### src/sv/ocp_pkg.sv
// Shared types, codes and saturating arithmetic for the OFDM cyclic prefix and preamble inserter.
// No dependencies; the top level, ocp_front and ocp_back import this package.
package ocp_pkg;

   localparam int FFT_SIZE_DEF     = 64;
   localparam int CP_LEN_DEF       = 16;
   localparam int PREAMBLE_LEN_DEF = 320;
   localparam int TAIL_LEN_DEF     = 16;
   localparam int QUEUE_DEPTH      = 4;

   localparam logic [1:0] REQ_LOAD = 2'd0;
   localparam logic [1:0] REQ_PUSH = 2'd1;
   localparam logic [1:0] REQ_PULL = 2'd2;

   localparam logic [1:0] ST_ACCEPTED  = 2'd0;
   localparam logic [1:0] ST_SAMPLE    = 2'd1;
   localparam logic [1:0] ST_NOT_READY = 2'd2;
   localparam logic [1:0] ST_REJECTED  = 2'd3;

   // Work left for the back end after a request has been classified.
   typedef enum logic [2:0] {
      OP_NONE,
      OP_LOAD,
      OP_PUSH,
      OP_PRE,
      OP_SYM,
      OP_OVL_PRE,
      OP_OVL_SYM
   } op_type;

   typedef struct packed {
      logic [1:0]         req_type;
      logic [8:0]         entry_index;
      logic signed [15:0] sample_i;
      logic signed [15:0] sample_q;
      logic               frame_end;
   } req_word_type;

   typedef struct packed {
      logic [1:0]         status;
      logic signed [15:0] out_i;
      logic signed [15:0] out_q;
      logic               frame_last;
   } rsp_word_type;

   typedef struct packed {
      logic [1:0]         status;
      op_type             op;
      logic               last;
      logic signed [15:0] data_i;
      logic signed [15:0] data_q;
   } cmd_type;

   function automatic logic signed [15:0] half16(input logic signed [15:0] v);
      return v >>> 1;
   endfunction

   function automatic logic signed [15:0] add_sat(input logic signed [15:0] a,
                                                  input logic signed [15:0] b);
      logic signed [16:0] s;
      s = {a[15], a} + {b[15], b};
      if (s[16] != s[15]) begin
         return s[16] ? 16'sh8000 : 16'sh7fff;
      end
      return s[15:0];
   endfunction

endpackage

### src/sv/ocp_front.sv
// Front end: accepts request words, keeps the frame sequencing state and turns each request
// into a status and a memory command for the back end. Depends on ocp_pkg.
module ocp_front #(
   parameter int FFT_SIZE     = ocp_pkg::FFT_SIZE_DEF,
   parameter int CP_LEN       = ocp_pkg::CP_LEN_DEF,
   parameter int PREAMBLE_LEN = ocp_pkg::PREAMBLE_LEN_DEF,
   parameter int TAIL_LEN     = ocp_pkg::TAIL_LEN_DEF,
   localparam int PRE_AW = (PREAMBLE_LEN > 1) ? $clog2(PREAMBLE_LEN) : 1,
   localparam int SYM_AW = $clog2(2 * FFT_SIZE)
) (
   input  logic                 clock,
   input  logic                 reset,
   input  logic                 req_valid,
   output logic                 req_stall,
   input  ocp_pkg::req_word_type req_word,
   input  logic                 q_full,
   output logic                 q_push,
   output ocp_pkg::cmd_type     cmd,
   output logic [PRE_AW-1:0]    pre_addr,
   output logic [SYM_AW-1:0]    sym_a,
   output logic [SYM_AW-1:0]    sym_b
);
   import ocp_pkg::*;

   localparam int KW        = $clog2(FFT_SIZE);
   localparam int RP_MAX_A  = (PREAMBLE_LEN > CP_LEN + FFT_SIZE) ? PREAMBLE_LEN
                                                                 : CP_LEN + FFT_SIZE;
   localparam int RP_MAX    = (RP_MAX_A > TAIL_LEN) ? RP_MAX_A : TAIL_LEN;
   localparam int RPW       = $clog2(RP_MAX + 1);
   localparam int CP_BASE   = (FFT_SIZE - (CP_LEN % FFT_SIZE)) % FFT_SIZE;
   localparam int CP_NEXT   = (CP_BASE + 1) % FFT_SIZE;
   localparam int TAIL_BASE = (FFT_SIZE - (TAIL_LEN % FFT_SIZE)) % FFT_SIZE;
   localparam int TAIL_NEXT = (TAIL_BASE + 1) % FFT_SIZE;

   localparam logic [1:0] PH_PRE  = 2'd0;
   localparam logic [1:0] PH_SYM  = 2'd1;
   localparam logic [1:0] PH_TAIL = 2'd2;

   logic [KW-1:0]  wk_ff, wk_in;
   logic           wslot_ff, wslot_in;
   logic [1:0]     phase_ff, phase_in;
   logic [RPW-1:0] rp_ff, rp_in;
   logic [KW-1:0]  rk_ff, rk_in;
   logic [1:0]     held_ff, held_in;
   logic           end_ff, end_in;
   logic           accept;
   logic           rs;

   function automatic logic [SYM_AW-1:0] sym_addr(input logic slot, input logic [KW-1:0] k);
      return slot ? SYM_AW'(FFT_SIZE) + SYM_AW'(k) : SYM_AW'(k);
   endfunction

   function automatic logic [KW-1:0] k_inc(input logic [KW-1:0] k);
      return (k == KW'(FFT_SIZE - 1)) ? '0 : k + 1'b1;
   endfunction

   assign req_stall = q_full;
   assign accept    = req_valid && !q_full;
   assign q_push    = accept;

   // With both slots full the oldest symbol sits where the writer will go next.
   assign rs = (held_ff >= 2'd2) ? wslot_ff : !wslot_ff;

   always_comb begin
      wk_in      = wk_ff;
      wslot_in   = wslot_ff;
      phase_in   = phase_ff;
      rp_in      = rp_ff;
      rk_in      = rk_ff;
      held_in    = held_ff;
      end_in     = end_ff;
      cmd.status = ST_NOT_READY;
      cmd.op     = OP_NONE;
      cmd.last   = 1'b0;
      cmd.data_i = req_word.sample_i;
      cmd.data_q = req_word.sample_q;
      pre_addr   = '0;
      sym_a      = '0;
      sym_b      = '0;

      case (req_word.req_type)
         REQ_LOAD: begin
            cmd.status = ST_ACCEPTED;
            if (int'(req_word.entry_index) < PREAMBLE_LEN) begin
               cmd.op   = OP_LOAD;
               pre_addr = PRE_AW'(req_word.entry_index);
            end
         end
         REQ_PUSH: begin
            if (held_ff >= 2'd2 || end_ff) begin
               cmd.status = ST_REJECTED;
            end else begin
               cmd.status = ST_ACCEPTED;
               cmd.op     = OP_PUSH;
               sym_a      = sym_addr(wslot_ff, wk_ff);
               if (wk_ff == KW'(FFT_SIZE - 1)) begin
                  wk_in    = '0;
                  wslot_in = !wslot_ff;
                  held_in  = held_ff + 2'd1;
                  end_in   = end_ff | req_word.frame_end;
               end else begin
                  wk_in = wk_ff + 1'b1;
               end
            end
         end
         REQ_PULL: begin
            case (phase_ff)
               PH_PRE: begin
                  if (rp_ff < RPW'(PREAMBLE_LEN - 1)) begin
                     cmd.status = ST_SAMPLE;
                     cmd.op     = OP_PRE;
                     pre_addr   = PRE_AW'(rp_ff);
                     rp_in      = rp_ff + 1'b1;
                  end else if (held_ff >= 2'd1) begin
                     // The last preamble sample is overlapped with the first prefix sample.
                     cmd.status = ST_SAMPLE;
                     cmd.op     = OP_OVL_PRE;
                     pre_addr   = PRE_AW'(PREAMBLE_LEN - 1);
                     sym_a      = sym_addr(rs, KW'(CP_BASE));
                     phase_in   = PH_SYM;
                     rp_in      = RPW'(1);
                     rk_in      = KW'(CP_NEXT);
                  end
               end
               PH_SYM: begin
                  if (rp_ff < RPW'(CP_LEN)) begin
                     cmd.status = ST_SAMPLE;
                     cmd.op     = OP_SYM;
                     sym_a      = sym_addr(rs, rk_ff);
                     rp_in      = rp_ff + 1'b1;
                     rk_in      = (rp_ff == RPW'(CP_LEN - 1)) ? '0 : k_inc(rk_ff);
                  end else if (rp_ff < RPW'(CP_LEN + FFT_SIZE)) begin
                     cmd.status = ST_SAMPLE;
                     cmd.op     = OP_SYM;
                     sym_a      = sym_addr(rs, rk_ff);
                     rp_in      = rp_ff + 1'b1;
                     rk_in      = k_inc(rk_ff);
                  end else if (held_ff >= 2'd2) begin
                     cmd.status = ST_SAMPLE;
                     cmd.op     = OP_OVL_SYM;
                     sym_a      = sym_addr(rs, KW'(CP_BASE));
                     sym_b      = sym_addr(!rs, KW'(CP_BASE));
                     held_in    = held_ff - 2'd1;
                     rp_in      = RPW'(1);
                     rk_in      = KW'(CP_NEXT);
                  end else if (held_ff == 2'd1 && end_ff) begin
                     cmd.status = ST_SAMPLE;
                     if (CP_LEN == TAIL_LEN) begin
                        cmd.op = OP_SYM;
                        sym_a  = sym_addr(rs, KW'(TAIL_BASE));
                     end else begin
                        cmd.op = OP_OVL_SYM;
                        sym_a  = sym_addr(rs, KW'(CP_BASE));
                        sym_b  = sym_addr(rs, KW'(TAIL_BASE));
                     end
                     phase_in = PH_TAIL;
                     rp_in    = RPW'(1);
                     rk_in    = KW'(TAIL_NEXT);
                  end
               end
               PH_TAIL: begin
                  cmd.status = ST_SAMPLE;
                  cmd.op     = OP_SYM;
                  sym_a      = sym_addr(rs, rk_ff);
                  if (rp_ff >= RPW'(TAIL_LEN - 1)) begin
                     cmd.last = 1'b1;
                     held_in  = (held_ff != 2'd0) ? held_ff - 2'd1 : 2'd0;
                     end_in   = 1'b0;
                     phase_in = PH_PRE;
                     rp_in    = '0;
                  end else begin
                     rp_in = rp_ff + 1'b1;
                     rk_in = k_inc(rk_ff);
                  end
               end
               default: begin
                  phase_in = PH_PRE;
               end
            endcase
         end
         default: begin
            cmd.status = ST_NOT_READY;
         end
      endcase
   end

   always_ff @(posedge clock) begin
      if (reset) begin
         wk_ff    <= '0;
         wslot_ff <= 1'b0;
         phase_ff <= PH_PRE;
         rp_ff    <= '0;
         rk_ff    <= '0;
         held_ff  <= 2'd0;
         end_ff   <= 1'b0;
      end else if (accept) begin
         wk_ff    <= wk_in;
         wslot_ff <= wslot_in;
         phase_ff <= phase_in;
         rp_ff    <= rp_in;
         rk_ff    <= rk_in;
         held_ff  <= held_in;
         end_ff   <= end_in;
      end
   end

endmodule

### config.mk
export PLATFORM = sky130hd
export DESIGN_NAME = ocp_front
export DESIGN_NICKNAME = d
export VERILOG_FILES = /design/src/sv/ocp_pkg.sv /design/src/sv/ocp_front.sv
export SDC_FILE = /design/constraint.sdc
export NUM_CORES = 1
export LEC_CHECK = 0
export BUFFER_PORTS_ARGS = -buffer_cell sky130_fd_sc_hd__buf_2
export CORE_ASPECT_RATIO = 2
export CORE_UTILIZATION = 53
export DETAILED_ROUTE_END_ITERATION = 16
export MAX_ROUTING_LAYER = met4
export PLACE_DENSITY = 0.87
export SLEW_MARGIN = 20
export SYNTH_ARGS = -nofsm -noshare
export SYNTH_HDL_FRONTEND = slang
export SYNTH_SLANG_ARGS = --single-unit
export TNS_END_PERCENT = 20
### constraint.sdc
create_clock -name clock -period 3.6 [get_ports clock]
set_input_delay 0.18 -clock clock [delete_from_list [all_inputs] [get_ports clock]]
set_output_delay 0.18 -clock clock [all_outputs]
set_load 0.02 [all_outputs]
==> out/metrics.yaml <==
rr_worst_depth: 7
seqPwrFrac: 0.524
reg2reg_from: "held_ff[1]"
avgSynthCellArea_um2: 7.44
drc: 0
cts_buffer_depth: 2
synth-edff-count: 0
slowest_stage: "o22ai_2"
r2r_slack_ns: 1.12
max_freq_mhz: 347
p_switching_uw: 168
htree_levels: 1
met1_usage: 0.259
arrival_ns: 2.70
drt_iter0_markers: 129
max_slew_margin: 0.528
ant_nets: 0
swShare: 0.289
synth_top_family_by_area: "compound AO/OA/AOI/OAI gates"
finalWirelength_um: 7270
num_rows: 36
multi_input_area_um2: 1710
vias: 2692
hold_viol_final: 0
fillCellCount: 489
maxSlewViolCount: 0
hold_start: "req_word[0]"
die_h_um: 102
crit_path_end_kind: "output port"
use_met3: 0.0476
post_drt_via_cell_ratio: 6.58
dr.pass1.iters: 5
place_hpwl_um: 5460
path_delay_family: "compound AO/OA/AOI/OAI gates"
min_to: "end_ff"
diodes: 0
yosys.area_share.adder: 0.0800
clock_sinks: 27
hp-class: "in -> reg"
core_um2: 4860
synthFlopType: "dfxtp_1"
critPathLaunchType: "flop"
insertion_delay_ns: 0.28
synth.distinct_cells: 63
path_max_fanout: 16
worst-path-buf-inv: 1
setup_viol: 0
die-area_um2: 5320
yosys_register_bits: 27
finClkSkew_ns: 0.00829
synth_mux_area_frac: 0.00753
use_met2: 0.500
clk_pin_slew_ns: 0.10
portBuffers: 42
overflow: 0
syn2layout_area_growth_pct: -0.800
cts_setup_buffers: 0
synth_xor_area_frac: 0.0198
status: "finished, final reports clean"
power_frac_clock: 0.308
gp_congestion: 1.00
final_cells: 409
drv_cap: 0
worstMarginPinSlew_ns: 0.707
tritoncts: "yes"
die_x_um: 52.1
antenna_found_initial: 0
wl_per_cell_um: 17.8
grt_most_used_layer: "met2"
ir_worst_vdd_uv: 230
rsz0062_at_grt: "false"
p_int_uw: 415
grt_pass1_vias: 2617
holdBufCountCts: 0
async_flop_share: 0
root_buffer: "clkbuf_8"
drive_gt1_frac: 0.156
grt_max_degree: 24
fin_crit_sh: 0.801
r2r_end: "rk_ff[4]"
numCtsBuffers: 3
tns_ns: 0
path_cells: "nand4_1, o22ai_2, nor3b_1, o311ai_1, a21boi_1, buf_2"
synth_seq_area_share: 0.203
powerDensity_nw_per_um2: 221
cts_resized: 0
synth_warnings: 0
synthesis.instances: 357
post-route-min-period_ns: 2.88
netlist_area_um2: 2660
cp.required_ns: 3.42
dp_cells: 405
slowest_delay_ns: 0.58
grt_use_total: 0.293
grt_pass1_wl_um: 11500
synth_simple_gate_area_frac: 0.250
p_comb_frac: 0.168
leakagePower_nw: 1.08
io_pins: 111
critical_path_class: "reg -> out"
power_uw: 583
hold-path-cell-count: 3
synth-compound-area-share: 0.279
fin_nets: 418
start_util: 0.546
final-seq-area_um2: 541
[routing by layer]
| layer | part of all wire | vias to the layer above |
|---|---|---|
| met5 | 0 | - |
| met2 | 0.51 | 173 |
| met4 | 0.083 | 0 |
| met1 | 0.33 | 1210 |
| met3 | 0.078 | 65 |
| li1 | - | 1244 |
[stage by stage]
step           hold slack (ns)   util  area [um2]  worst slack (ns)
2_1_floorplan            0.374      -        2670              1.48
3_3_place_gp             0.360  0.533        2590              1.18
3_5_place_dp             0.360  0.533        2590              1.14
4_1_cts                  0.241  0.542        2640             0.795
5_1_grt                  0.275  0.542        2640             0.628
6_report                 0.244  0.542        2640             0.718
[worst reg2reg max path, cell delays in order (launching register included)]
cell	delay, ns
dfxtp_1	0.53
inv_1	0.12
ha_1	0.31
nand4b_1	0.22
o221ai_1	0.38
o2111a_1	0.41
o21ai_0	0.14
a32o_1	0.27
[power by group through the flow]
stage | clock (mW) | combinational, mW | sequential, mW
floorplan | 0 | 0.122 | 0.310
global placement | 0 | 0.0944 | 0.312
detailed placement | 0 | 0.0961 | 0.312
CTS | 0.183 | 0.0966 | 0.305
global route | 0.198 | 0.107 | 0.306
finish | 0.180 | 0.0981 | 0.305
[Yosys cell counts, types with 4 or more instances]
master     n  area share
a21oi_1   17       0.032
nor3_1     6       0.011
xnor2_1    4       0.013
nand2_1   29       0.041
buf_4     39        0.11
a22oi_1    6       0.017
o211ai_1   4       0.011
nand4_1    4      0.0094
nor2_1    34       0.048
a211oi_1   5       0.014
and3_1     8       0.019
nand3_1   19       0.036
clkbuf_1  12       0.017
ha_1      17       0.080
nand2b_1   4      0.0094
and2_1     4      0.0094
a22o_1     6       0.020
inv_1     16       0.023
nor2b_1    9       0.021
dfxtp_1   27        0.20
o21ai_0   18       0.034
[how the worst max path moves through the flow]
| stage | from | end | slack, ns | depth (start not counted) |
|---|---|---|---|---|
| 6_report | rp_ff[4] | sym_a[6] | 0.72 | 6 |
| 5_1_grt | rp_ff[4] | sym_a[6] | 0.63 | 6 |
| 4_1_cts | rp_ff[4] | sym_a[6] | 0.79 | 6 |
| 3_5_place_dp | rp_ff[4] | sym_a[6] | 1.14 | 6 |
| 3_3_place_gp | rp_ff[4] | sym_a[5] | 1.18 | 6 |
| 2_1_floorplan | held_ff[1] | rk_ff[4] | 1.48 | 8 |
[layout make-up]
| class | instances | area share |
|---|---|---|
| Multi-Input combinational cell | 262 | 0.647 |
| Clock buffer | 4 | 0.0171 |
| Tap cell | 57 | 0.0271 |
| Sequential cell | 27 | 0.205 |
| Inverter | 17 | 0.0242 |
| Timing Repair Buffer | 42 | 0.0797 |
[flip-flops by register name, summed over array words and instances, names as in the netlist]
| name | cells |
|---|---|
| wk_ff | 6 |
| end_ff | 1 |
| rk_ff | 6 |
| wslot_ff | 1 |
| phase_ff | 2 |
| held_ff | 2 |
| rp_ff | 9 |
[cells in the final DEF (no fill, tap or decap), drive strengths merged, types with 3 or more instances in the layout]
cell,count
nand2,29
o22ai,4
a22o,6
nor2b,9
a21oi,17
o311ai,3
a31oi,3
or3,3
a211oi,5
and3,8
xnor2,4
o31ai,3
o211ai,4
and2,4
conb,4
clkbuf,4
a22oi,6
nand3,19
buf,42
a221o,3
nand4,4
inv,16
o21ai,21
nor2,36
ha,17
nor3,7
nand2b,4
nand4b,3
dfxtp,27
[logic make-up after synthesis]
kind of cell    Yosys count
fa+ha+maj                17
compound gates          102
mux                       2
xor+xnor                  6
buf+inv                  71
flops                    27
simple gates            131
other cells               1
No activity file was read; power rests on OpenSTA's default activity.
