File: src/sv/ocp_queue.sv
// Small first-in first-out queue of classified commands between front and back end.
// Generic width; depth comes from the top level.
module ocp_queue #(
   parameter int WIDTH = 32,
   parameter int DEPTH = 4
) (
   input  logic             clock,
   input  logic             reset,
   input  logic             push,
   input  logic [WIDTH-1:0] push_data,
   output logic             full,
   input  logic             pop,
   output logic [WIDTH-1:0] pop_data,
   output logic             empty
);

   localparam int PTRW = (DEPTH > 1) ? $clog2(DEPTH) : 1;
   localparam int CNTW = $clog2(DEPTH + 1);

   logic [WIDTH-1:0] entry_ff [DEPTH];
   logic [PTRW-1:0]  head_ff, head_in;
   logic [PTRW-1:0]  tail_ff, tail_in;
   logic [CNTW-1:0]  count_ff, count_in;

   function automatic logic [PTRW-1:0] ptr_inc(input logic [PTRW-1:0] p);
      return (p == PTRW'(DEPTH - 1)) ? '0 : p + 1'b1;
   endfunction

   assign full     = (count_ff == CNTW'(DEPTH));
   assign empty    = (count_ff == '0);
   assign pop_data = entry_ff[head_ff];

   always_comb begin
      head_in  = pop ? ptr_inc(head_ff) : head_ff;
      tail_in  = push ? ptr_inc(tail_ff) : tail_ff;
      count_in = count_ff;
      if (push && !pop) begin
         count_in = count_ff + 1'b1;
      end else if (pop && !push) begin
         count_in = count_ff - 1'b1;
      end
   end

   always_ff @(posedge clock) begin
      if (reset) begin
         head_ff  <= '0;
         tail_ff  <= '0;
         count_ff <= '0;
      end else begin
         head_ff  <= head_in;
         tail_ff  <= tail_in;
         count_ff <= count_in;
      end
   end

   always_ff @(posedge clock) begin
      if (push) begin
         entry_ff[tail_ff] <= push_data;
      end
   end

endmodule

File: config.mk
export PLATFORM = sky130hd
export DESIGN_NAME = ocp_queue
export DESIGN_NICKNAME = d
export VERILOG_FILES = /design/src/sv/ocp_queue.sv
export SDC_FILE = /design/constraint.sdc
export NUM_CORES = 1
export LEC_CHECK = 0
export BUFFER_PORTS_ARGS = -buffer_cell sky130_fd_sc_hd__clkbuf_2
export CORE_ASPECT_RATIO = 0.8
export CORE_UTILIZATION = 50
export CTS_CLUSTER_SIZE = 16
export DETAILED_ROUTE_END_ITERATION = 8
export GPL_ROUTABILITY_DRIVEN = 0
export GPL_TIMING_DRIVEN = 0
export PLACE_DENSITY = 0.71
export SYNTH_ARGS = -nofsm -noshare
export SYNTH_HDL_FRONTEND = slang
export SYNTH_SLANG_ARGS = --single-unit
File: constraint.sdc
create_clock -name clock -period 3.2 [get_ports clock]
set_input_delay 0.16 -clock clock [delete_from_list [all_inputs] [get_ports clock]]
set_output_delay 0.16 -clock clock [all_outputs]
set_load 0.01 [all_outputs]
==> results of run 1 <==
-- logic make-up after synthesis --
kind of cell    count (synthesis)  share of synthesized area, %
xor+xnor                        2                         0.343
buf+inv                        12                          2.06
fa+ha+maj                       7                          1.86
compound gates                  4                         0.392
mux                            35                          14.9
flops                         137                          78.9
simple gates                   15                          1.59
-- where the power goes --
| group | internal (mW) | switching [mW] | leakage [nW] | total, mW |
|---|---|---|---|---|
| clock network | 1.38 | 0.707 | 0.314 | 2.08 |
| registers | 2.04 | 0.0259 | 1.25 | 2.07 |
| logic | 0.189 | 0.184 | 0.796 | 0.373 |
| total | 3.61 | 0.916 | 2.36 | 4.52 |
-- worst max-delay path, delay by kind of cell, from the launching register on --
kind / cells / cell delay [ns]
multiplexers: 1 / 0.53
buffers and inverters: 3 / 0.45
flip-flops: 1 / 0.32
-- per-stage QoR --
step           worst slack [ns]  instance area (µm²)
4_1_cts                    1.29                 6590
3_5_place_dp               1.44                 5620
6_report                   1.34                 6590
5_1_grt                    1.26                 6590
3_3_place_gp              0.889                 5620
2_1_floorplan              1.47                 5100
-- synthesized netlist by cell type (2+ instances only) --
cell type	n
xor2_1	2
dfxtp_1	9
a21oi_1	3
inv_1	5
and2_1	4
mux4_1	2
edfxtp_1	128
nor2_1	6
buf_2	3
mux2i_1	3
ha_1	6
nor3b_1	3
mux4_2	30
buf_12	3
-- layout make-up --
cell class	instances	area (µm²)	area share [%]
Tap cell	136	170	2.58
Multi-Input combinational cell	63	977	14.8
Clock buffer	19	433	6.57
Buffer	7	86.3	1.31
Sequential cell	137	4020	61.1
Inverter	5	18.8	0.285
Clock inverter	13	201	3.06
Timing Repair Buffer	102	676	10.3
-- repair_timing --
| item | in CTS | in global routing |
|---|---|---|
| hold buffers | 33 | 0 |
| hold endpoints to repair | 130 | 0 |
| gates resized for setup | 0 | 0 |
-- worst min-delay path by stage --
stage	from	end	slack (ns)	cells after the start
2_1_floorplan	reset	count_ff[2]	0.23	1
3_3_place_gp	push_data[26]	entry_ff[1][26]	0.38	1
3_5_place_dp	push_data[10]	entry_ff[1][10]	0.38	1
4_1_cts	push	tail_ff[1]	0.09	3
5_1_grt	push	tail_ff[1]	0.13	3
6_report	push	tail_ff[1]	0.10	3
-- routing by layer --
| metal | GRT usage (%) | up-vias | part of all wire [%] |
|---|---|---|---|
| met3 | 6.74 | 11 | 5.0 |
| met4 | 7.79 | 0 | 1.6 |
| met5 | 0 | - | 0 |
| li1 | - | 1129 | - |
| met1 | 21.7 | 1224 | 44 |
| met2 | 29.3 | 63 | 50 |
-- sequential cells by signal, indices dropped and copies added, names as in the netlist, named ones only --
| signal | count |
|---|---|
| count_ff | 3 |
| entry_ff | 128 |
| head_ff | 2 |
| tail_ff | 2 |
==> impl_metrics.csv, run 1 <==
group,metric,value,unit
routing,vias,2427,
synthesis,ys_types,19,
timing,clock-skew-final,0.00694,ns
timing,report.final.slew_viol_count,0,
setup_path,regToRegEndpoint,"entry_ff[3][10]",
cts,cts_buffers,17,
placed_design,portBuffers,69,
cts,cts-htree-levels,4,
synthesis,syn_avg_cell_area,24.1,µm²
cts,post_cts_buffers,0,
setup_path,critPathSlowestCell,"mux4_2",
cells_and_area,antenna_cells,0,
setup_path,crit_fanout,10,
timing,worst_pin_slew,0.890,ns
cts,clk_pin_slew_worst_paths,0.06,ns
synthesis,synth_nets,255,
global_routing,grt_pass1_wl,13300,µm
setup_path,reg2reg_depth,2,
setup_path,crit_path_end,"pop_data[2]",
cells_and_area,final_cell_count_no_fill,482,
cts,clk_latency,0.41,ns
cells_and_area,final_util,67.4,%
timing,worst_slew_margin_rel,40.6,%
cts,clock_sinks,137,
synthesis,async_reset_ff_share,0,%
cts,cts_tree,"done",
setup_path,critPathLaunchType,"register",
setup_path,worstSetupPathType,"register to primary output",
cells_and_area,nNetsFinal,376,
pwr,power.density,687,nW/µm²
setup_path,cp_cell_sequence,"buf_6, buf_12, mux4_2, clkbuf_2",
timing,finalSetupTns,0,ns
pwr,total_power,4.52,mW
synthesis,ys_warn_count,0,
cts,cts_buffer_depth,2,
synthesis,ys_seq_elements,137,
die,io_pins,70,
cells_and_area,fill_cells,663,
global_routing,antenna_found_initial,0,
setup_path,end_kind,"primary output",
routing,drtAntennaViolNets,0,
synthesis,yosysTopAreaCell,"edfxtp_1",
global_routing,grt_start_max_net_pins,33,
pwr,ir_drop,0.000409,V
global_routing,grt_overflow,0,
routing,routed_wl,8540,µm
hold_path,hp-class,"primary input to register",
routing,viasPerCell,5.04,
global_routing,grt_usage,18.0,%
die,core_area,9770,µm²
cells_and_area,drive_gt1_share,40.5,%
die,initial_core_util,52.2,%
synthesis,synth_top_flop_cell,"edfxtp_1",
timing,fmax,0.537,GHz
synthesis,synth_edf_count,128,
cells_and_area,layout_commonest_cell,"edfxtp_1",
timing,finalHoldViolations,0,
timing,fin_crit,1.86,ns
cells_and_area,area_growth,29.1,%
run,maxCapViolCount,0,
synthesis,ys_top_cells_by_area,"edfxtp_1 75%, mux4_2 13%, dfxtp_1 3.5%, ha_1 1.5%, buf_12 1.2%",
synthesis,synthesis.area,5100,µm²
outcome,status,"completed",
cts,root_buffer,"clkbuf_16",
routing,first_pass_iters,4,
global_routing,first_global_vias,2649,
pwr,p_leak,2.36,nW
die,die_h,92.3,µm
routing,wl_per_cell,17.7,µm
routing,drt_iter0_markers,216,
timing,min_period_over_period,58.2,%
setup_path,reg2reg_slack,1.46,ns
timing,rsz0062_at_grt,"false",
synthesis,syn_inst,212,
placed_design,dp_cells,417,
setup_path,critPathMaxStageDelay,0.53,ns
placed_design,dp_hpwl,4790,µm
setup_path,worst_ep_required_time,3.04,ns
die,dieArea,10600,µm²
routing,drc,0,
setup_path,r2r_start,"tail_ff[0]",
cells_and_area,final_cell_mix,"128 x edfxtp_1, 69 x clkbuf_2, 33 x dlygate4sd3_1",
die,row_count,32,
timing,setup_viol,0,
timing,hold_ws,0.104,ns
synthesis,yosysSeqAreaShare,78.9,%
synthesis,synth_top_cell_area_share,75.3,%
setup_path,cp_data_arrival_time,1.70,ns
die,die_w,115,µm
(Power assumes the default switching activity.)
==> inputs of run 2 (changes only) <==
--- a/config.mk
+++ b/config.mk
@@ -5,6 +5,7 @@
 export SDC_FILE = /design/constraint.sdc
 export NUM_CORES = 1
 export LEC_CHECK = 0
+export ABC_AREA = 1
 export BUFFER_PORTS_ARGS = -buffer_cell sky130_fd_sc_hd__clkbuf_2
 export CORE_ASPECT_RATIO = 0.8
 export CORE_UTILIZATION = 50
@@ -12,7 +13,7 @@
 export DETAILED_ROUTE_END_ITERATION = 8
 export GPL_ROUTABILITY_DRIVEN = 0
 export GPL_TIMING_DRIVEN = 0
-export PLACE_DENSITY = 0.71
+export PLACE_DENSITY = 0.73
 export SYNTH_ARGS = -nofsm -noshare
 export SYNTH_HDL_FRONTEND = slang
 export SYNTH_SLANG_ARGS = --single-unit
==> constraint.sdc (replaced) <==
create_clock -name clock -period 1.6 [get_ports clock]
set_input_delay 0.08 -clock clock [delete_from_list [all_inputs] [get_ports clock]]
set_output_delay 0.08 -clock clock [all_outputs]
set_load 0.01 [all_outputs]
==> run 2 against run 1 <==
Effect of this change: non-clock buffer count is 37 higher; wire length up 46%; count of clock-buffer cells in the layout is the same; the flow now finishes with violations (negative setup slack); combinational power rose to 3.1 times the previous value; global-route usage up 6.1 points; register-to-register slack worse by 1.4 ns.
==> impl_metrics.csv, run 2 <==
group,metric,value,unit
cells_and_area,largest-register,"entry_ff",
die,initial_core_util,51.3,%
cells_and_area,largest_reg_flops,128,
global_routing,busiest_layer,"met2",
pwr,p_leak,2.73,nW
synthesis,yosysSeqAreaShare,76.9,%
die,core_area,10200,µm²
die,row_count,33,
pwr,power.density,1220,nW/µm²
cells_and_area,final_cell_count_no_fill,671,
timing,clock-skew-final,0.00809,ns
timing,worst_pin_slew,0.261,ns
routing,routed_wl,12500,µm
timing,min_period_over_period,106,%
outcome,violations,"negative setup slack",
die,die_h,93.5,µm
setup_path,critPathMaxStageDelay,0.36,ns
global_routing,antenna_found_initial,0,
synthesis,syn_avg_cell_area,14.2,µm²
timing,worst_slew_margin_rel,82.6,%
synthesis,synth_nets,411,
setup_path,reg2reg_depth,5,
global_routing,first_global_vias,3527,
cts,clk_pin_slew_worst_paths,0.05,ns
cts,cts_buffer_depth,2,
synthesis,ys_types,21,
timing,finalHoldViolations,0,
pwr,ir_drop,0.000854,V
synthesis,synth_top_cell_area_share,73.4,%
pwr,net-switching-power,2.09,mW
cells_and_area,antenna_cells,0,
synthesis,ys_warn_count,0,
routing,drt_iter0_markers,279,
placed_design,dp_cells,579,
setup_path,crit_fanout,8,
global_routing,grt_use_met1,30.3,%
synthesis,syn_inst,368,
cells_and_area,finalInstanceArea,7310,µm²
synthesis,ys_top_cells_by_area,"edfxtp_1 73%, nor2_1 5.2%, o22ai_1 3.8%, o21ai_0 3.7%, dfxtp_1 3.4%",
timing,fmax,0.591,GHz
routing,wl_per_cell,18.6,µm
synthesis,netlist_top_cells_count,"128 x edfxtp_1, 72 x nor2_1, 39 x o21ai_0",
pwr,power_frac_clock,40.6,%
synthesis,yosysTopAreaCell,"edfxtp_1",
cells_and_area,drive_gt1_share,35.0,%
setup_path,cp_num_cells,6,
routing,drc,0,
cells_and_area,layout_commonest_cell,"edfxtp_1",
setup_path,cp_num_buf_inv,4,
setup_path,end_kind,"primary output",
setup_path,reg2reg_slack,0.09,ns
synthesis,ys_seq_elements,137,
cts,cts-htree-levels,4,
setup_path,worst_ep_required_time,1.52,ns
cells_and_area,top_regs,"entry_ff (128), count_ff (3)",
pwr,combPwrFrac,13.1,%
setup_path,cp_cell_sequence,"buf_12, inv_16, buf_12, o21ai_1, o22ai_1, buf_2",
setup_path,r2r_start,"tail_ff[0]",
outcome,status,"finished, violations left",
synthesis,synth_edf_count,128,
pwr,sw_frac_of_total,23.3,%
global_routing,grt_usage,24.1,%
setup_path,cp_top_family,"buffers and inverters",
cts,clock_sinks,137,
placed_design,postPlaceCellArea,5820,µm²
cells_and_area,final_util,71.7,%
setup_path,crit_path_end,"pop_data[8]",
timing,rsz0062_at_grt,"true",
pwr,seqPwrFrac,46.4,%
global_routing,grt_start_max_net_pins,20,
global_routing,grt_pass1_wl,18400,µm
setup_path,crit_top_cell,"buf_12",
routing,first_pass_iters,5,
global_routing,gr-usage-met3,6.35,%
global_routing,gr-usage-met2,40.2,%
synthesis,synth_top_flop_cell,"edfxtp_1",
global_routing,grt_overflow,0,
pwr,p_int,6.86,mW
setup_path,critPathLaunchType,"register",
timing,fin_crit,1.69,ns
setup_path,cp_data_arrival_time,1.61,ns
synthesis,synthesis.area,5240,µm²
hold_path,hp-class,"primary input to register",
die,die_w,116,µm
synthesis,async_reset_ff_share,0,%
timing,report.final.slew_viol_count,0,
setup_path,regToRegEndpoint,"entry_ff[0][10]",
timing,setup_viol,25,
cts,cts_buffers,17,
timing,fin_ws,-0.0918,ns
routing,drtAntennaViolNets,0,
timing,hold_ws,0.0864,ns
die,io_pins,70,
cts,clk_latency,0.42,ns
placed_design,portBuffers,69,
cts,root_buffer,"clkbuf_16",
run,maxCapViolCount,0,
synthesis,post-synth-top-count-cell,"edfxtp_1",
cells_and_area,area_growth,39.7,%
cells_and_area,nNetsFinal,561,
cells_and_area,final_cell_mix,"128 x edfxtp_1, 57 x nor2_1, 41 x clkbuf_2",
placed_design,dp_hpwl,6410,µm
setup_path,worstSetupPathType,"register to primary output",
setup_path,critPathSlowestCell,"dfxtp_4",
cts,cts_tree,"done",
die,dieArea,10900,µm²
routing,viasPerCell,5.33,
routing,vias,3574,
[run 2: how the worst min path moves through the flow]
stage	start	depth (start not counted)	slack, ns	end
floorplan	reset	1	0.15	count_ff[0]
global placement	push_data[31]	1	0.30	entry_ff[0][31]
detailed placement	push_data[21]	1	0.30	entry_ff[2][21]
CTS	push	3	0.06	tail_ff[1]
global route	push	3	0.11	tail_ff[1]
finish	push	3	0.09	tail_ff[1]
[run 2: layout make-up]
class                   count  area [µm²]
plain buffers              19         241
clock buffers              19         433
clock inverters            13         110
fillers                   688        2890
inverters                  16        87.6
multi-input cells         196        1150
flip-flops and latches    137        4030
well taps                 140         175
repair buffers            127        1050
repair inverters            4        38.8
[run 2: power by group through the flow]
stage / registers, mW / clock network (mW) / logic (mW)
5_1_grt: 4.17 / 3.82 / 1.26
2_1_floorplan: 4.21 / 0 / 0.491
6_report: 4.15 / 3.63 / 1.17
3_3_place_gp: 4.21 / 0 / 0.817
3_5_place_dp: 4.22 / 0 / 0.862
4_1_cts: 4.15 / 3.65 / 1.07
[run 2: kinds of logic (layout without fill, tap and decap cells)]
logic type / count (synthesis) / count (layout) / share of synthesized area (%)
adder cells (fa/ha/maj): 7 / 7 / 1.82
buffers and inverters: 35 / 198 / 4.30
AND/OR/NAND/NOR: 86 / 86 / 6.33
AO/OA/AOI/OAI: 102 / 102 / 10.5
XOR/XNOR: 1 / 1 / 0.167
flip-flops: 137 / 137 / 76.9
[run 2: metrics by stage]
stage | setup slack [ns] | power (mW) | setup TNS (ns)
6_report | -0.0918 | 8.95 | -0.655
5_1_grt | -0.0952 | 9.24 | -2.01
4_1_cts | -0.0476 | 8.87 | -0.481
3_5_place_dp | -0.430 | 5.08 | -35.62
3_3_place_gp | -0.459 | 5.03 | -46.79
2_1_floorplan | 0.0142 | 4.70 | 0
[run 2: worst min-delay path, stage by stage]
cell,delay [ns]
clkbuf_2,0.15
inv_1,0.14
a21oi_1,0.08
[run 2: timing repair]
item	in CTS	in global routing
gates cloned	8	4
pin swaps	20	12
gates resized for setup	32	89
hold buffers	34	0
buffers inserted	15	0
endpoints found under the hold margin	134	0
setup endpoints to repair	128	63
[run 2: layer usage]
| layer | share of wire, % | wire length [µm] |
|---|---|---|
| met5 | 0 | 0 |
| met3 | 5.0 | 629 |
| met2 | 51 | 6410 |
| met4 | 1.3 | 157 |
| met1 | 42 | 5260 |
==> inputs of run 3 (changes only) <==
--- a/config.mk
+++ b/config.mk
@@ -13,6 +13,7 @@
 export DETAILED_ROUTE_END_ITERATION = 8
 export GPL_ROUTABILITY_DRIVEN = 0
 export GPL_TIMING_DRIVEN = 0
+export HOLD_SLACK_MARGIN = 0.03
 export PLACE_DENSITY = 0.73
 export SYNTH_ARGS = -nofsm -noshare
 export SYNTH_HDL_FRONTEND = slang
==> constraint.sdc (replaced) <==
create_clock -name clock -period 1.5 [get_ports clock]
set_input_delay 0.075 -clock clock [delete_from_list [all_inputs] [get_ports clock]]
set_output_delay 0.075 -clock clock [all_outputs]
set_load 0.01 [all_outputs]
==> run 3 against run 2 <==
Effect of this change: setup slack got worse by 0.059 ns; critical path depth did not move; die area did not move; wire length fell by 2.2%; register-to-register slack barely moved; clock power rose by 2%; core utilization fell by 0.74 points; the flow still finishes with violations (negative setup slack); non-clock buffer count fell by 1; via count fell by 0.84%; first-iteration DRC count fell by 15%; hold slack improved by 0.33 ns; power rose by 4.4%.
==> impl_metrics.csv, run 3 (synthesis gave the netlist of run 2 again) <==
group,metric,value,unit
setup_path,crit_top_cell,"buf_12",
setup_path,critPathMaxStageDelay,0.36,ns
cells_and_area,nNetsFinal,561,
cells_and_area,drive_gt1_share,33.3,%
cells_and_area,multiInputGateArea,1090,µm²
timing,min_period_over_period,110,%
setup_path,critPathLaunchType,"register",
cells_and_area,largest-register,"entry_ff",
placed_design,postPlaceCellArea,5780,µm²
routing,drtAntennaViolNets,0,
global_routing,grt_pass1_wl,17700,µm
setup_path,cp_num_cells,6,
pwr,seqPwrFrac,47.4,%
setup_path,cp_cell_sequence,"buf_12, inv_16, buf_12, nor2_1, o22ai_2, buf_2",
cells_and_area,finalInstanceArea,7240,µm²
setup_path,worst_ep_required_time,1.42,ns
hold_path,holdPathStages,2,
placed_design,portBuffers,69,
setup_path,cp_top_family,"buffers and inverters",
cells_and_area,fill_cells,687,
cts,cts_buffers,17,
routing,vias,3544,
die,row_count,33,
run,maxCapViolCount,0,
die,dieArea,10900,µm²
setup_path,worstSetupPathType,"register to primary output",
global_routing,grt_usage,23.4,%
timing,rsz0062_at_grt,"true",
die,io_pins,70,
cts,clk_latency,0.42,ns
placed_design,preCtsSetupSlack,-0.420,ns
die,die_w,116,µm
cells_and_area,top_regs,"entry_ff (128), count_ff (3)",
timing,fin_ws,-0.151,ns
timing,report.final.slew_viol_count,0,
cts,clock_sinks,137,
cells_and_area,largest_reg_flops,128,
timing,setup_viol,32,
cells_and_area,seq_area,4030,µm²
routing,first_pass_iters,5,
cells_and_area,layout_commonest_cell,"edfxtp_1",
setup_path,critPathSlowestCell,"dfxtp_4",
pwr,power.density,1290,nW/µm²
timing,worst_slew_margin_rel,80.5,%
setup_path,cp_num_buf_inv,4,
setup_path,r2r_start,"tail_ff[1]",
setup_path,end_kind,"primary output",
routing,wl_per_cell,18.2,µm
routing,drt_iter0_markers,236,
global_routing,grt_overflow,0,
setup_path,cp_data_arrival_time,1.58,ns
cts,root_buffer,"clkbuf_16",
die,core_area,10200,µm²
timing,finalHoldViolations,0,
pwr,p_int,7.20,mW
cells_and_area,final_cell_count_no_fill,671,
die,die_h,93.5,µm
die,initial_core_util,51.3,%
cts,cts-htree-levels,4,
cts,cts_buffer_depth,2,
cts,cts_tree,"done",
setup_path,reg2reg_depth,5,
cells_and_area,area_growth,38.3,%
cells_and_area,final_cell_mix,"128 x edfxtp_1, 70 x nor2_1, 37 x clkbuf_2",
global_routing,first_global_vias,3333,
hold_path,hp-class,"primary input to register",
timing,fin_crit,1.65,ns
routing,routed_wl,12200,µm
setup_path,crit_fanout,10,
timing,fmax,0.606,GHz
cts,clk_pin_slew_worst_paths,0.05,ns
global_routing,antenna_found_initial,0,
pwr,power_frac_clock,39.5,%
pwr,ir_drop,0.000928,V
hold_path,min-delay-start,"push_data[15]",
pwr,net-switching-power,2.15,mW
pwr,combPwrFrac,13.1,%
placed_design,dp_hpwl,6010,µm
routing,viasPerCell,5.28,
pwr,sw_frac_of_total,23.0,%
placed_design,dp_cells,577,
outcome,status,"finished, violations left",
timing,clock-skew-final,0.00690,ns
timing,finalSetupTns,-3.13,ns
pwr,p_leak,2.69,nW
cells_and_area,antenna_cells,0,
routing,drc,0,
global_routing,grt_start_max_net_pins,17,
outcome,violations,"negative setup slack",
timing,worst_pin_slew,0.292,ns
pwr,total_power,9.34,mW
-- run 3: changes by cell type in the layout (fill, tap and decap cells not counted), moves of 4 or more --
cell	delta
o21ai_0	-7
nor2_2	-9
o21ai_1	+7
clkbuf_1	+5
clkinv_1	-5
clkbuf_2	-4
nor2_1	+13
nor2_4	-4
clkbuf_8	+4
-- run 3: final cells by class --
type,count,area share [%]
buffer,19,3.32
timing repair buffer,126,14.3
tap,140,2.42
multi-input combinational,196,15.1
inverter,16,1.26
sequential,137,55.7
timing repair inverter,5,0.570
clock buffer,28,7.00
clock inverter,4,0.294
-- run 3: final timing paths --
kind / endpoint / slack (ns)
setup / recovery: pop_data[25] / -0.15
hold / removal: entry_ff[3][15] / 0.41
setup reg to reg: entry_ff[1][8] / 0.08
hold reg to reg: tail_ff[0] / 0.54
-- run 3: worst register-to-register path, cell delays in order, from the launching register on --
cell and delay, ns:
dfxtp_1 0.36, inv_1 0.09, ha_1 0.18, nand2_1 0.20
clkinvlp_4 0.15, buf_4 0.20
-- run 3: through the flow --
stage | util [%] | hold slack [ns]
floorplan | - | 0.140
global placement | 56.6 | 0.290
detailed placement | 56.6 | 0.295
CTS | 69.3 | 0.410
global route | 71.0 | 0.423
finish | 71.0 | 0.412
-- run 3: layer usage --
metal / up-vias / routed length (µm) / GRT usage (%)
met3: 22 / 784 / 6.93
met4: 0 / 236 / 10.3
li1: 1666 / - / -
met2: 149 / 5930 / 36.3
met1: 1707 / 5230 / 30.6
met5: - / 0 / 0
-- run 3: power groups by stage --
stage | Clock, mW | Combinational, mW | Sequential, mW
after detailed placement | 0 | 0.894 | 4.50
after global routing | 3.90 | 1.33 | 4.44
after CTS | 3.72 | 1.14 | 4.43
after global placement | 0 | 0.871 | 4.50
final | 3.69 | 1.22 | 4.43
after floorplan | 0 | 0.527 | 4.49
-- run 3: repair_timing --
item                                    CTS  global route
pin swaps                                10            20
gates resized for setup                  35            82
endpoints found under the hold margin   136             0
gates cloned                              9             3
endpoints found under the setup margin  160            34
setup buffers                            16             1
hold buffers                             35             0
